**config.mk**
```make
export PLATFORM = sky130hd
export DESIGN_NAME = kfcv_ctrl
export DESIGN_NICKNAME = d
export VERILOG_FILES = /design/src/hw/rtl/kfcv_pkg.sv /design/src/hw/rtl/kfcv_ctrl.sv
export SDC_FILE = /design/constraint.sdc
export NUM_CORES = 1
export LEC_CHECK = 0
export BUFFER_PORTS_ARGS = -buffer_cell sky130_fd_sc_hd__clkbuf_2
export CAP_MARGIN = 5
export CORE_MARGIN = 2
export CORE_UTILIZATION = 40
export DETAILED_ROUTE_END_ITERATION = 10
export PLACE_DENSITY = 0.63
export SYNTH_ARGS = -nofsm -noshare
export SYNTH_HDL_FRONTEND = slang
export SYNTH_SLANG_ARGS = --single-unit
export TNS_END_PERCENT = 20
```
**constraint.sdc**
```tcl
create_clock -name i_clk -period 2.4 [get_ports i_clk]
set_clock_uncertainty 0.1 [all_clocks]
set_input_delay 0.24 -clock i_clk [delete_from_list [all_inputs] [get_ports i_clk]]
set_output_delay 0.24 -clock i_clk [all_outputs]
set_load 0.01 [all_outputs]
```
**src/hw/rtl/kfcv_pkg.sv**
```systemverilog
// shared types, op codes and helpers of the constant-velocity kalman filter
package kfcv_pkg;

    localparam int DATA_W  = 32;
    localparam int UDATA_W = 31;
    localparam int ROOT_W  = 24;
    localparam int ACC_W   = 52;
    localparam int OUT_W   = 256;

    // register indexes of the configuration port
    localparam logic [2:0] REG_STEP_PERIOD = 3'd0;
    localparam logic [2:0] REG_ACCEL_VAR   = 3'd1;
    localparam logic [2:0] REG_MEAS_VAR    = 3'd2;
    localparam logic [2:0] REG_INIT_POS    = 3'd3;
    localparam logic [2:0] REG_INIT_VEL    = 3'd4;
    localparam logic [2:0] REG_INIT_PVAR   = 3'd5;
    localparam logic [2:0] REG_INIT_VVAR   = 3'd6;

    localparam logic [30:0] Q_ONE = 31'd65536;

    typedef logic [4:0] t_op;

    // datapath micro-ops, run in this order
    localparam t_op OP_G0  = 5'd0;
    localparam t_op OP_GG  = 5'd1;
    localparam t_op OP_Q00 = 5'd2;
    localparam t_op OP_GT  = 5'd3;
    localparam t_op OP_Q01 = 5'd4;
    localparam t_op OP_TT  = 5'd5;
    localparam t_op OP_Q11 = 5'd6;
    localparam t_op OP_XP  = 5'd7;
    localparam t_op OP_A00 = 5'd8;
    localparam t_op OP_A01 = 5'd9;
    localparam t_op OP_P00 = 5'd10;
    localparam t_op OP_P01 = 5'd11;
    localparam t_op OP_P10 = 5'd12;
    localparam t_op OP_P11 = 5'd13;
    localparam t_op OP_INN = 5'd14;
    localparam t_op OP_XF  = 5'd15;
    localparam t_op OP_VF  = 5'd16;
    localparam t_op OP_F00 = 5'd17;
    localparam t_op OP_F01 = 5'd18;
    localparam t_op OP_F10 = 5'd19;
    localparam t_op OP_F11 = 5'd20;

    typedef struct packed {
        logic load_in;
        logic mul_go;
        logic op_wr;
        t_op  op;
        logic div_start;
        logic div_ld;
        logic sqf_start;
        logic commit;
    } t_dp_cmd;

    typedef struct packed {
        logic div_done;
        logic sqf_done;
    } t_dp_sts;

    function automatic logic signed [ACC_W-1:0] ext_s(input logic signed [DATA_W-1:0] v);
        return {{(ACC_W-DATA_W){v[DATA_W-1]}}, v};
    endfunction

    function automatic logic signed [ACC_W-1:0] ext_u(input logic [UDATA_W-1:0] v);
        return {{(ACC_W-UDATA_W){1'b0}}, v};
    endfunction

endpackage

```
**src/hw/rtl/kfcv_ctrl.sv**
```systemverilog
// controller: sequences the micro-ops, the division and the square roots of one item
module kfcv_ctrl
    import kfcv_pkg::*;
(
    input  logic    i_clk,
    input  logic    i_rst_n,
    input  logic    i_in_valid,
    output logic    o_in_ready,
    input  logic    i_in_missing,
    output logic    o_out_valid,
    input  logic    i_out_ready,
    output t_dp_cmd o_cmd,
    input  t_dp_sts i_sts
);

    localparam logic [2:0] S_IDLE = 3'd0;
    localparam logic [2:0] S_MUL  = 3'd1;
    localparam logic [2:0] S_WR   = 3'd2;
    localparam logic [2:0] S_DIV  = 3'd3;
    localparam logic [2:0] S_SQF  = 3'd4;
    localparam logic [2:0] S_DONE = 3'd5;
    localparam logic [2:0] S_SQS  = 3'd6;

    logic [2:0] r_state, n_state;
    t_op        r_op, n_op;
    logic       r_miss, n_miss;
    logic       r_out_valid, n_out_valid;

    always_comb begin
        n_state       = r_state;
        n_op          = r_op;
        n_miss        = r_miss;
        o_cmd         = '0;
        o_cmd.op      = r_op;
        o_in_ready    = 1'b0;
        unique case (r_state)
            S_IDLE: begin
                o_in_ready = 1'b1;
                if (i_in_valid) begin
                    o_cmd.load_in = 1'b1;
                    n_miss        = i_in_missing;
                    n_op          = OP_G0;
                    n_state       = S_MUL;
                end
            end
            S_MUL: begin
                o_cmd.mul_go = 1'b1;
                n_state      = S_WR;
            end
            S_WR: begin
                o_cmd.op_wr = 1'b1;
                if ((r_op == OP_P11 && r_miss) || r_op == OP_INN) begin
                    o_cmd.div_start = 1'b1;
                    n_state         = S_DIV;
                end else if (r_op == OP_F11) begin
                    n_state = S_SQS;
                end else begin
                    n_op    = r_op + 5'd1;
                    n_state = S_MUL;
                end
            end
            // roots start once the last filtered variance is stored
            S_SQS: begin
                o_cmd.sqf_start = 1'b1;
                n_state         = S_SQF;
            end
            S_DIV: begin
                if (i_sts.div_done) begin
                    o_cmd.div_ld = 1'b1;
                    if (r_miss) begin
                        o_cmd.sqf_start = 1'b1;
                        n_state         = S_SQF;
                    end else begin
                        n_op    = OP_XF;
                        n_state = S_MUL;
                    end
                end
            end
            S_SQF: begin
                if (i_sts.sqf_done) begin
                    n_state = S_DONE;
                end
            end
            S_DONE: begin
                if (!r_out_valid || i_out_ready) begin
                    o_cmd.commit = 1'b1;
                    n_state      = S_IDLE;
                end
            end
            default: n_state = S_IDLE;
        endcase
    end

    always_comb begin
        n_out_valid = r_out_valid;
        if (o_cmd.commit) begin
            n_out_valid = 1'b1;
        end else if (i_out_ready) begin
            n_out_valid = 1'b0;
        end
    end

    always_ff @(posedge i_clk) begin
        if (!i_rst_n) begin
            r_state     <= S_IDLE;
            r_op        <= OP_G0;
            r_miss      <= 1'b0;
            r_out_valid <= 1'b0;
        end else begin
            r_state     <= n_state;
            r_op        <= n_op;
            r_miss      <= n_miss;
            r_out_valid <= n_out_valid;
        end
    end

    assign o_out_valid = r_out_valid;

endmodule

```
==> results.json, run 1 <==
{
  "status": "finished, final reports clean",
  "synth_top_area_cell": "dfxtp_1",
  "cts_hold_buf": 0,
  "critical_path_arrival_ns": 1.86,
  "synth_top_area_share": 0.275,
  "die_h_um": 46.6,
  "grt_pass1_vias": 697,
  "cts-root-buf": "clkbuf_4",
  "switchingPower_mw": 0.138,
  "ant_nets": 0,
  "async_reset_ff_frac": 0,
  "fin_setup_tns_ns": 0,
  "yosysMostFrequentCell": "a21oi_1",
  "worst_path_max_delay_cell": "dfxtp_1",
  "fin_nets": 122,
  "hp-class": "in2reg",
  "crit_family": "simple AND/OR/NAND/NOR gates",
  "pre_cts_ws_ns": 0.478,
  "leakagePower_nw": 0.375,
  "first_pass_iters": 4,
  "antenna_found_initial": 0,
  "drv_cap": 0,
  "viasPerCell": 5.67,
  "end_kind": "output pin",
  "synth-seq-cells": 10,
  "netlist_area_um2": 727,
  "first_iter_violations": 28,
  "synth-edff-count": 0,
  "hpwl_um": 1340,
  "port_buffers": 20,
  "syn_area_per_cell_um2": 7.99,
  "die-area_mm2": 0.00217,
  "yosys-top-cells-area": "dfxtp_1 (28%), a21oi_1 (7.6%), ha_1 (6.9%)",
  "ys.flop_type": "dfxtp_1",
  "initial_utilization": 0.421,
  "drive_above_1_share": 0.236,
  "grt_pass1_wl_um": 3230,
  "clkLatencyLatePin_ns": 0.27,
  "drcViolationCount": 0,
  "cts_resized": 0,
  "postSynthCellCount": 91,
  "slowest_delay_ns": 0.55,
  "max-clock-path-buffers": 2,
  "grt.total_usage": 0.213,
  "cp-start-kind": "register",
  "die_w_um": 46.6,
  "cts.sinks": 10,
  "power_frac_comb": 0.211,
  "rows": 15,
  "synth_seq_area_share": 0.275,
  "crit_type": "reg2out",
  "routabilityCongestion": 0.857,
  "max_freq_ghz": 0.455,
  "seqPwrFrac": 0.438,
  "path_cells": "or3b_1 -> nor3_4 -> clkbuf_2",
  "numCtsBuffers": 3,
  "slew_viol_final": 0,
  "crit_path_max_fanout": 12,
  "slew_headroom": 0.538,
  "grt_max_degree": 15,
  "cts.clk_slew.worst_paths_ns": 0.07,
  "register_area_um2": 200,
  "swShare": 0.311,
  "p_int_mw": 0.305,
  "vias": 766,
  "post_cts_buffers": 0,
  "tritoncts": "done",
  "multiInputGateArea_um2": 464,
  "htreeDepth": 1,
  "synth_cell_types": 38,
  "hold_viol_final": 0,
  "finalCritPeriodShare": 0.915,
  "rsz0062_at_grt": "no",
  "ys_warn_count": 0,
  "holdWs_ns": 0.124,
  "ir_drop_v": 0.000225,
  "ios": 21,
  "synth_fp_nets": 102,
  "routed_wirelength_um": 1880,
  "worst_slack_ns": 0.204,
  "worst-path-buf-inv": 1,
  "core-area_mm2": 0.00173,
  "area.growth.synth_to_final_pct": 18.6,
  "wl_per_cell_um": 13.9,
  "num_antenna_cells": 0,
  "setup_violations": 0,
  "nFillCells": 182,
  "worst_pin_slew_ns": 0.691,
  "clkPwrFrac": 0.352,
  "synth_commonest_cells": "a21oi_1 (11), dfxtp_1 (10), inv_1 (8), nor2_1 (8)",
  "grt.overflow.total": 0,
  "p_total_mw": 0.443,
  "cp.required_ns": 2.06,
  "fin_crit_ns": 2.20,
  "power_density_mw_per_mm2": 514
}
through the flow:
stage | cell area [um^2] | std cells | utilization
4_1_cts | 862 | 135 | 0.499
5_1_grt | 862 | 135 | 0.499
3_3_place_gp | 826 | 131 | 0.478
2_1_floorplan | 727 | 91 | -
6_report | 862 | 135 | 0.499
3_5_place_dp | 826 | 131 | 0.478
worst paths after layout:
kind                                start              endpoint  slack, ns  cells after the start
setup / recovery  r_state[1]$_SDFFE_PN0P_              o_cmd[3]       0.20                      3
hold / removal               i_in_missing   r_miss$_SDFFE_PN0P_       0.12                      3
setup reg to reg  r_state[1]$_SDFFE_PN0P_  r_op[3]$_SDFFE_PN0P_       0.44                      4
hold reg to reg      r_op[4]$_SDFFE_PN0P_  r_op[4]$_SDFFE_PN0P_       0.43                      2
flip-flops by register name, indices dropped and copies added (netlist names):
register	count
r_state	3
r_miss	1
r_op	5
o_out_valid	1
power by group through the flow:
stage          Sequential (mW)  Clock [mW]  Combinational, mW
3_3_place_gp             0.197           0             0.0908
2_1_floorplan            0.187           0             0.0723
4_1_cts                  0.194       0.160             0.0930
3_5_place_dp             0.198           0             0.0919
5_1_grt                  0.197       0.170              0.106
6_report                 0.194       0.156             0.0933
cell usage in the layout (no fill, tap or decap), types with 2 or more instances in the layout:
cell type and instances:
a21oi_1 11, a31oi_1 4, clkbuf_2 20, clkbuf_4 3, dfxtp_1 10, ha_1 4
inv_1 8, mux2i_1 2, nand2_1 3, nand2b_1 2, nor2_1 8, nor3_1 4
o211ai_1 2, o21ai_0 2, o221a_1 3, o31ai_1 3
logic make-up after synthesis:
group,synth area share
simple gates,0.241
fa+ha+maj,0.0688
compound gates,0.301
flops,0.275
buf+inv,0.0861
mux,0.0275
worst min-delay path, stage by stage:
cell and delay (ns):
clkbuf_2 0.08, mux2i_1 0.06, nor2_1 0.08
area by class of cell:
type | instances | area share
tap | 25 | 0.0363
multi-input combinational | 68 | 0.538
timing repair buffer | 20 | 0.116
inverter | 8 | 0.0348
clock buffer | 4 | 0.0421
sequential | 10 | 0.232
per-layer routing:
metal / vias to the layer above / routed length [um] / share of wire / GRT usage
met4: 0 / 12 / 0.0064 / 0.0833
met2: 28 / 880 / 0.47 / 0.303
met5: - / 0 / 0 / 0
met1: 359 / 879 / 0.47 / 0.308
met3: 2 / 103 / 0.055 / 0.0471
li1: 377 / - / - / -
Note: power is estimated with default switching activity, not from simulation.
==> run 2: changes to the inputs <==
--- a/config.mk
+++ b/config.mk
@@ -5,12 +5,14 @@
 export SDC_FILE = /design/constraint.sdc
 export NUM_CORES = 1
 export LEC_CHECK = 0
+export ABC_AREA = 1
 export BUFFER_PORTS_ARGS = -buffer_cell sky130_fd_sc_hd__clkbuf_2
 export CAP_MARGIN = 5
 export CORE_MARGIN = 2
 export CORE_UTILIZATION = 40
 export DETAILED_ROUTE_END_ITERATION = 10
 export PLACE_DENSITY = 0.63
+export SLEW_MARGIN = 5
 export SYNTH_ARGS = -nofsm -noshare
 export SYNTH_HDL_FRONTEND = slang
 export SYNTH_SLANG_ARGS = --single-unit
==> run 2 against run 1 <==
Net effect: wire length fell by 4.4%; cell area up 5.7%; hold slack gained 0.038 ns; utilization increased by 1.7 points; die area up 5.3%; sequential share of layout area is 1.2 points lower; count of clock-buffer cells in the layout did not move; setup slack improved by 0.42 ns; total power up 38%; critical path type unchanged.
==> results.json, run 2 <==
{
  "drv_cap": 0,
  "largest_reg_flops": 5,
  "postSynthCellCount": 120,
  "leakagePower_nw": 0.465,
  "die_h_um": 47.9,
  "grt_pass1_vias": 672,
  "synth-edff-count": 0,
  "slew_headroom": 0.810,
  "dpl_cell_area_um2": 875,
  "routed_wirelength_um": 1790,
  "swShare": 0.398,
  "slew_viol_final": 0,
  "first_pass_iters": 4,
  "fin_crit_ns": 1.77,
  "netlist_area_um2": 769,
  "cts_hold_buf": 0,
  "power_density_mw_per_mm2": 672,
  "switchingPower_mw": 0.244,
  "wl_met3_um": 90,
  "rows": 15,
  "cts_resized": 0,
  "final_cell_mix": "nand2_1 (24), clkbuf_2 (20), nor2_1 (19)",
  "async_reset_ff_frac": 0,
  "tritoncts": "done",
  "die_w_um": 47.9,
  "crit_type": "reg2out",
  "area.growth.synth_to_final_pct": 18.4,
  "num_antenna_cells": 0,
  "ant_nets": 0,
  "die-area_mm2": 0.00229,
  "yosysMostFrequentCell": "nand2_1",
  "pre_cts_ws_ns": 0.735,
  "core-area_mm2": 0.00176,
  "hpwl_um": 1370,
  "synth_top_area_share": 0.260,
  "worst_slack_ns": 0.626,
  "ys.flop_type": "dfxtp_1",
  "hold_viol_final": 0,
  "ir_drop_v": 0.000408,
  "port_buffers": 20,
  "max_freq_ghz": 0.564,
  "synth_commonest_cells": "nand2_1 (24), nor2_1 (19), inv_1 (15), nand3_1 (11), dfxtp_1 (10)",
  "drive_above_1_share": 0.248,
  "crit_path_max_fanout": 7,
  "grt.total_usage": 0.188,
  "multiInputGateArea_um2": 475,
  "antenna_found_initial": 0,
  "slowest_delay_ns": 0.44,
  "post_cts_buffers": 0,
  "wl_met2_um": 734,
  "synth-seq-cells": 10,
  "initial_utilization": 0.436,
  "max-clock-path-buffers": 2,
  "yosys-top-cells-area": "dfxtp_1 (26%), nand2_1 (12%), nor2_1 (9.3%)",
  "vias": 789,
  "cp.required_ns": 2.06,
  "first_iter_violations": 24,
  "p_total_mw": 0.612,
  "grt_max_degree": 11,
  "clkPwrFrac": 0.255,
  "numCtsBuffers": 3,
  "reg.largest.list": "r_op (5), r_state (3)",
  "wl_per_cell_um": 10.8,
  "cts.sinks": 10,
  "fin_setup_tns_ns": 0,
  "crit_family": "flip-flops",
  "grt_pass1_wl_um": 2940,
  "drcViolationCount": 0,
  "path_cells": "inv_1 -> ha_1 -> inv_1 -> nand2_1 -> nand3_4 -> inv_1 -> clkbuf_2",
  "ios": 21,
  "ys_warn_count": 0,
  "end_kind": "output pin",
  "grt.overflow.total": 0,
  "final_util": 0.516,
  "crit_top_cell": "inv_1",
  "synth_top_area_cell": "dfxtp_1",
  "cts.clk_slew.worst_paths_ns": 0.07,
  "p_int_mw": 0.368,
  "synth_cell_types": 21,
  "regMostFlops": "r_op",
  "syn_area_per_cell_um2": 6.41,
  "status": "finished, final reports clean",
  "wl_met1_um": 928,
  "fin_nets": 153,
  "holdWs_ns": 0.162,
  "fin_cells": 166,
  "finalCritPeriodShare": 0.739,
  "numPlacedInstances": 162,
  "stdcell_area_um2": 911,
  "viasPerCell": 4.75,
  "top_layer": "met4",
  "synth_seq_area_share": 0.260,
  "htreeDepth": 1,
  "synth_fp_nets": 131,
  "worst-path-buf-inv": 4,
  "power_frac_comb": 0.369,
  "seqPwrFrac": 0.376,
  "rsz0062_at_grt": "no",
  "critical_path_arrival_ns": 1.43,
  "cts-root-buf": "clkbuf_4",
  "nFillCells": 197,
  "clkLatencyLatePin_ns": 0.27,
  "cp-start-kind": "register",
  "hp-class": "in2reg",
  "register_area_um2": 200,
  "worst_path_max_delay_cell": "dfxtp_1",
  "setup_violations": 0,
  "routabilityCongestion": 0.863,
  "worst_pin_slew_ns": 0.284,
  "layout_commonest_cell": "nand2_1"
}
-- run 2: cells by family (layout without fill, tap and decap cells) --
logic type / count (synthesis) / in the layout / share of synthesized area
and+or+nand+nor: 67 / 67 / 0.426
DFF: 10 / 10 / 0.260
AOI/OAI and AO/OA: 18 / 18 / 0.127
adders and majority gates: 4 / 4 / 0.0650
buffers and inverters: 21 / 42 / 0.122
-- run 2: tightest hold or removal path, stage by stage --
cell and delay (ns):
clkbuf_2 0.09, nand2_1 0.09, a21oi_1 0.07
-- run 2: power by group through the flow --
stage                     clock (mW)  sequential (mW)  combinational [mW]
after floorplan                    0            0.233               0.158
after global placement             0            0.233               0.222
after detailed placement           0            0.234               0.225
after CTS                      0.160            0.230               0.227
after global routing           0.168            0.237               0.259
final                          0.156            0.230               0.226
-- run 2: worst paths after layout --
check	end	slack, ns	cells past startpoint	startpoint
hold / removal	r_miss$_SDFFE_PN0P_	0.16	3	i_in_valid
setup / recovery	o_cmd[3]	0.63	7	r_op[0]$_SDFFE_PN0P_
hold reg to reg	r_miss$_SDFFE_PN0P_	0.42	2	r_miss$_SDFFE_PN0P_
setup reg to reg	r_op[1]$_SDFFE_PN0P_	0.73	10	r_op[0]$_SDFFE_PN0P_
-- run 2: layout make-up --
| type | instances | area share |
|---|---|---|
| Clock buffer | 4 | 0.0398 |
| Multi-Input combinational cell | 89 | 0.522 |
| Inverter | 18 | 0.0742 |
| Sequential cell | 10 | 0.220 |
| Tap cell | 25 | 0.0343 |
| Timing Repair Buffer | 20 | 0.110 |
-- run 2: metal layers --
metal,track usage,vias to the layer above
met5,0,-
met4,0.0973,0
met3,0.0302,5
met2,0.275,23
met1,0.264,341
li1,-,420
==> run 3: changes to the inputs <==
--- a/config.mk
+++ b/config.mk
@@ -11,7 +11,7 @@
 export CORE_MARGIN = 2
 export CORE_UTILIZATION = 40
 export DETAILED_ROUTE_END_ITERATION = 10
-export PLACE_DENSITY = 0.63
+export PLACE_DENSITY = 0.65
 export SLEW_MARGIN = 5
 export SYNTH_ARGS = -nofsm -noshare
 export SYNTH_HDL_FRONTEND = slang
==> constraint.sdc (replaced) <==
create_clock -name i_clk -period 1.5 [get_ports i_clk]
set_clock_uncertainty 0.1 [all_clocks]
set_input_delay 0.15 -clock i_clk [delete_from_list [all_inputs] [get_ports i_clk]]
set_output_delay 0.15 -clock i_clk [all_outputs]
set_load 0.01 [all_outputs]
==> run 3 against run 2 <==
Net effect: the run now ends with negative setup slack left; critical path depth is 1 lower; wire length is 17% higher; hold slack worse by 0.10 ns; non-clock buffer count is 12 higher; via count is 11% higher; clock power is 13% higher; first-iteration DRC count is 33% lower; die area stayed put; count of clock-buffer cells in the layout is 1 lower; largest power group is now combinational logic; highest routed layer unchanged.
==> results.json, run 3 (synthesis gave the netlist of run 2 again) <==
{
  "crit_family": "flip-flops",
  "max_freq_ghz": 0.655,
  "hold_depth": 3,
  "critical_path_arrival_ns": 1.28,
  "slew_viol_final": 0,
  "cts_hold_buf": 0,
  "hold_viol_final": 0,
  "area.growth.synth_to_final_pct": 45.9,
  "hp-class": "in2reg",
  "end_kind": "output pin",
  "worst_pin_slew_ns": 0.276,
  "leakagePower_nw": 0.561,
  "die_w_um": 47.9,
  "setup_violations": 1,
  "first_iter_violations": 16,
  "use_met3": 0.0340,
  "routed_wirelength_um": 2090,
  "regMostFlops": "r_op",
  "numCtsBuffers": 3,
  "cts.sinks": 10,
  "slowest_delay_ns": 0.38,
  "min_from": "i_in_missing",
  "power_density_mw_per_mm2": 951,
  "max-clock-path-buffers": 2,
  "first_pass_iters": 4,
  "holdWs_ns": 0.0601,
  "use_met1": 0.252,
  "largest_reg_flops": 5,
  "drive_above_1_share": 0.464,
  "hpwl_um": 1430,
  "ant_nets": 0,
  "ff2ff_path_depth": 10,
  "cts.clk_slew.worst_paths_ns": 0.07,
  "viasPerCell": 4.90,
  "hold_path_end": "r_miss$_SDFFE_PN0P_",
  "crit_type": "reg2out",
  "ir_drop_v": 0.000620,
  "slew_headroom": 0.814,
  "ios": 21,
  "clkLatencyLatePin_ns": 0.26,
  "worst-path-buf-inv": 3,
  "busiest_layer": "met2",
  "vias": 873,
  "grt_pass1_wl_um": 2780,
  "crit_top_cell": "inv_1",
  "num_antenna_cells": 0,
  "die_h_um": 47.9,
  "rr_startpoint": "r_op[0]$_SDFFE_PN0P_",
  "finalCritPeriodShare": 1.02,
  "core-area_mm2": 0.00176,
  "p_total_mw": 1.07,
  "grt.total_usage": 0.176,
  "cp.required_ns": 1.25,
  "rsz0062_at_grt": "yes",
  "path_depth": 6,
  "grt_util_met2": 0.261,
  "drv_cap": 0,
  "final_util": 0.636,
  "nFillCells": 162,
  "status": "finished, violations left",
  "cts-root-buf": "clkbuf_4",
  "wl_per_cell_um": 11.7,
  "layout_commonest_cell": "nand2_1",
  "grt_max_degree": 11,
  "violations": "negative setup slack",
  "initial_utilization": 0.436,
  "drcViolationCount": 0,
  "rows": 15,
  "antenna_found_initial": 0,
  "grt.overflow.total": 0,
  "tritoncts": "done",
  "routabilityCongestion": 0.847,
  "cp-start-kind": "register",
  "fin_crit_ns": 1.53,
  "path_cells": "nor2_4 -> inv_1 -> nor2_1 -> nand2_1 -> inv_1 -> clkbuf_2",
  "crit_path_max_fanout": 5,
  "worst_slack_ns": -0.0261,
  "die-area_mm2": 0.00229,
  "grt_pass1_vias": 653,
  "r2r-end": "r_op[4]$_SDFFE_PN0P_",
  "htreeDepth": 1,
  "port_buffers": 20,
  "final_cell_mix": "nand2_1 (20), clkbuf_2 (18), nor2_1 (16)",
  "reg.largest.list": "r_op (5), r_state (3)",
  "fin_nets": 166,
  "reg2reg_slack_ns": 0.04,
  "worst_path_max_delay_cell": "dfxtp_4"
}
-- run 3: cell count changes in the layout (fill, tap and decap cells not counted), moves of 3 or more --
cell / previous run / this run
nand2_1: 24 / 20
nor2_4: 3 / 6
dfxtp_2: 0 / 3
nor2_1: 19 / 16
buf_4: 0 / 10
nand2_2: 3 / 7
nand3_1: 11 / 6
buf_6: 0 / 3
inv_1: 15 / 12
nand3_2: 0 / 5
dfxtp_1: 10 / 5
-- run 3: how the worst max path moves through the flow --
stage | slack (ns) | from | end
after floorplan | 0.005 | r_op[1]$_SDFFE_PN0P_ | r_op[0]$_SDFFE_PN0P_
after global routing | -0.08 | r_state[0]$_SDFFE_PN0P_ | o_cmd[11]
final | -0.03 | r_state[0]$_SDFFE_PN0P_ | o_cmd[11]
after detailed placement | -0.002 | r_op[0]$_SDFFE_PN0P_ | r_op[2]$_SDFFE_PN0P_
after CTS | -0.03 | r_op[0]$_SDFFE_PN0P_ | o_cmd[3]
after global placement | 0.02 | r_op[0]$_SDFFE_PN0P_ | r_op[2]$_SDFFE_PN0P_
-- run 3: worst min-delay path, stage by stage --
cell	delay [ns]
clkbuf_2	0.07
o21ai_0	0.07
a21oi_1	0.10
-- run 3: area by class of cell --
cell class	instances	area, um^2	area share
tap	25	31.3	0.0279
inverter	18	72.6	0.0647
timing repair buffer	32	204	0.182
sequential	10	211	0.188
clock buffer	3	22.5	0.0201
multi-input combinational	90	581	0.517
-- run 3: layer usage --
| metal | wire length (um) | share of wire | up-vias |
|---|---|---|---|
| met3 | 141 | 0.067 | 4 |
| met4 | 40 | 0.019 | 0 |
| met5 | 0 | 0 | - |
| met1 | 948 | 0.45 | 387 |
| li1 | - | - | 449 |
| met2 | 960 | 0.46 | 33 |
-- run 3: power breakdown --
| part | leakage, nW | internal [mW] | total, mW | switching (mW) |
|---|---|---|---|---|
| combinational | 0.462 | 0.219 | 0.522 | 0.304 |
| sequential | 0.0847 | 0.309 | 0.368 | 0.0590 |
| clock | 0.0138 | 0.0923 | 0.177 | 0.0848 |
-- run 3: through the flow --
step | instances | setup TNS, ns | area [um^2] | setup WS, ns
2_1_floorplan | 120 | 0 | 771 | 0.00506
3_3_place_gp | 169 | 0 | 928 | 0.0234
3_5_place_dp | 169 | -0.00221 | 928 | -0.00221
4_1_cts | 172 | -0.0554 | 976 | -0.0343
5_1_grt | 178 | -0.469 | 1120 | -0.0839
6_report | 178 | -0.0261 | 1120 | -0.0261
-- run 3: timing repair --
action | in CTS | in global routing
resized for setup | 10 | 29
setup buffers | 0 | 5
pin swaps | 0 | 7
cloned | 0 | 1
setup endpoints to repair | 9 | 10
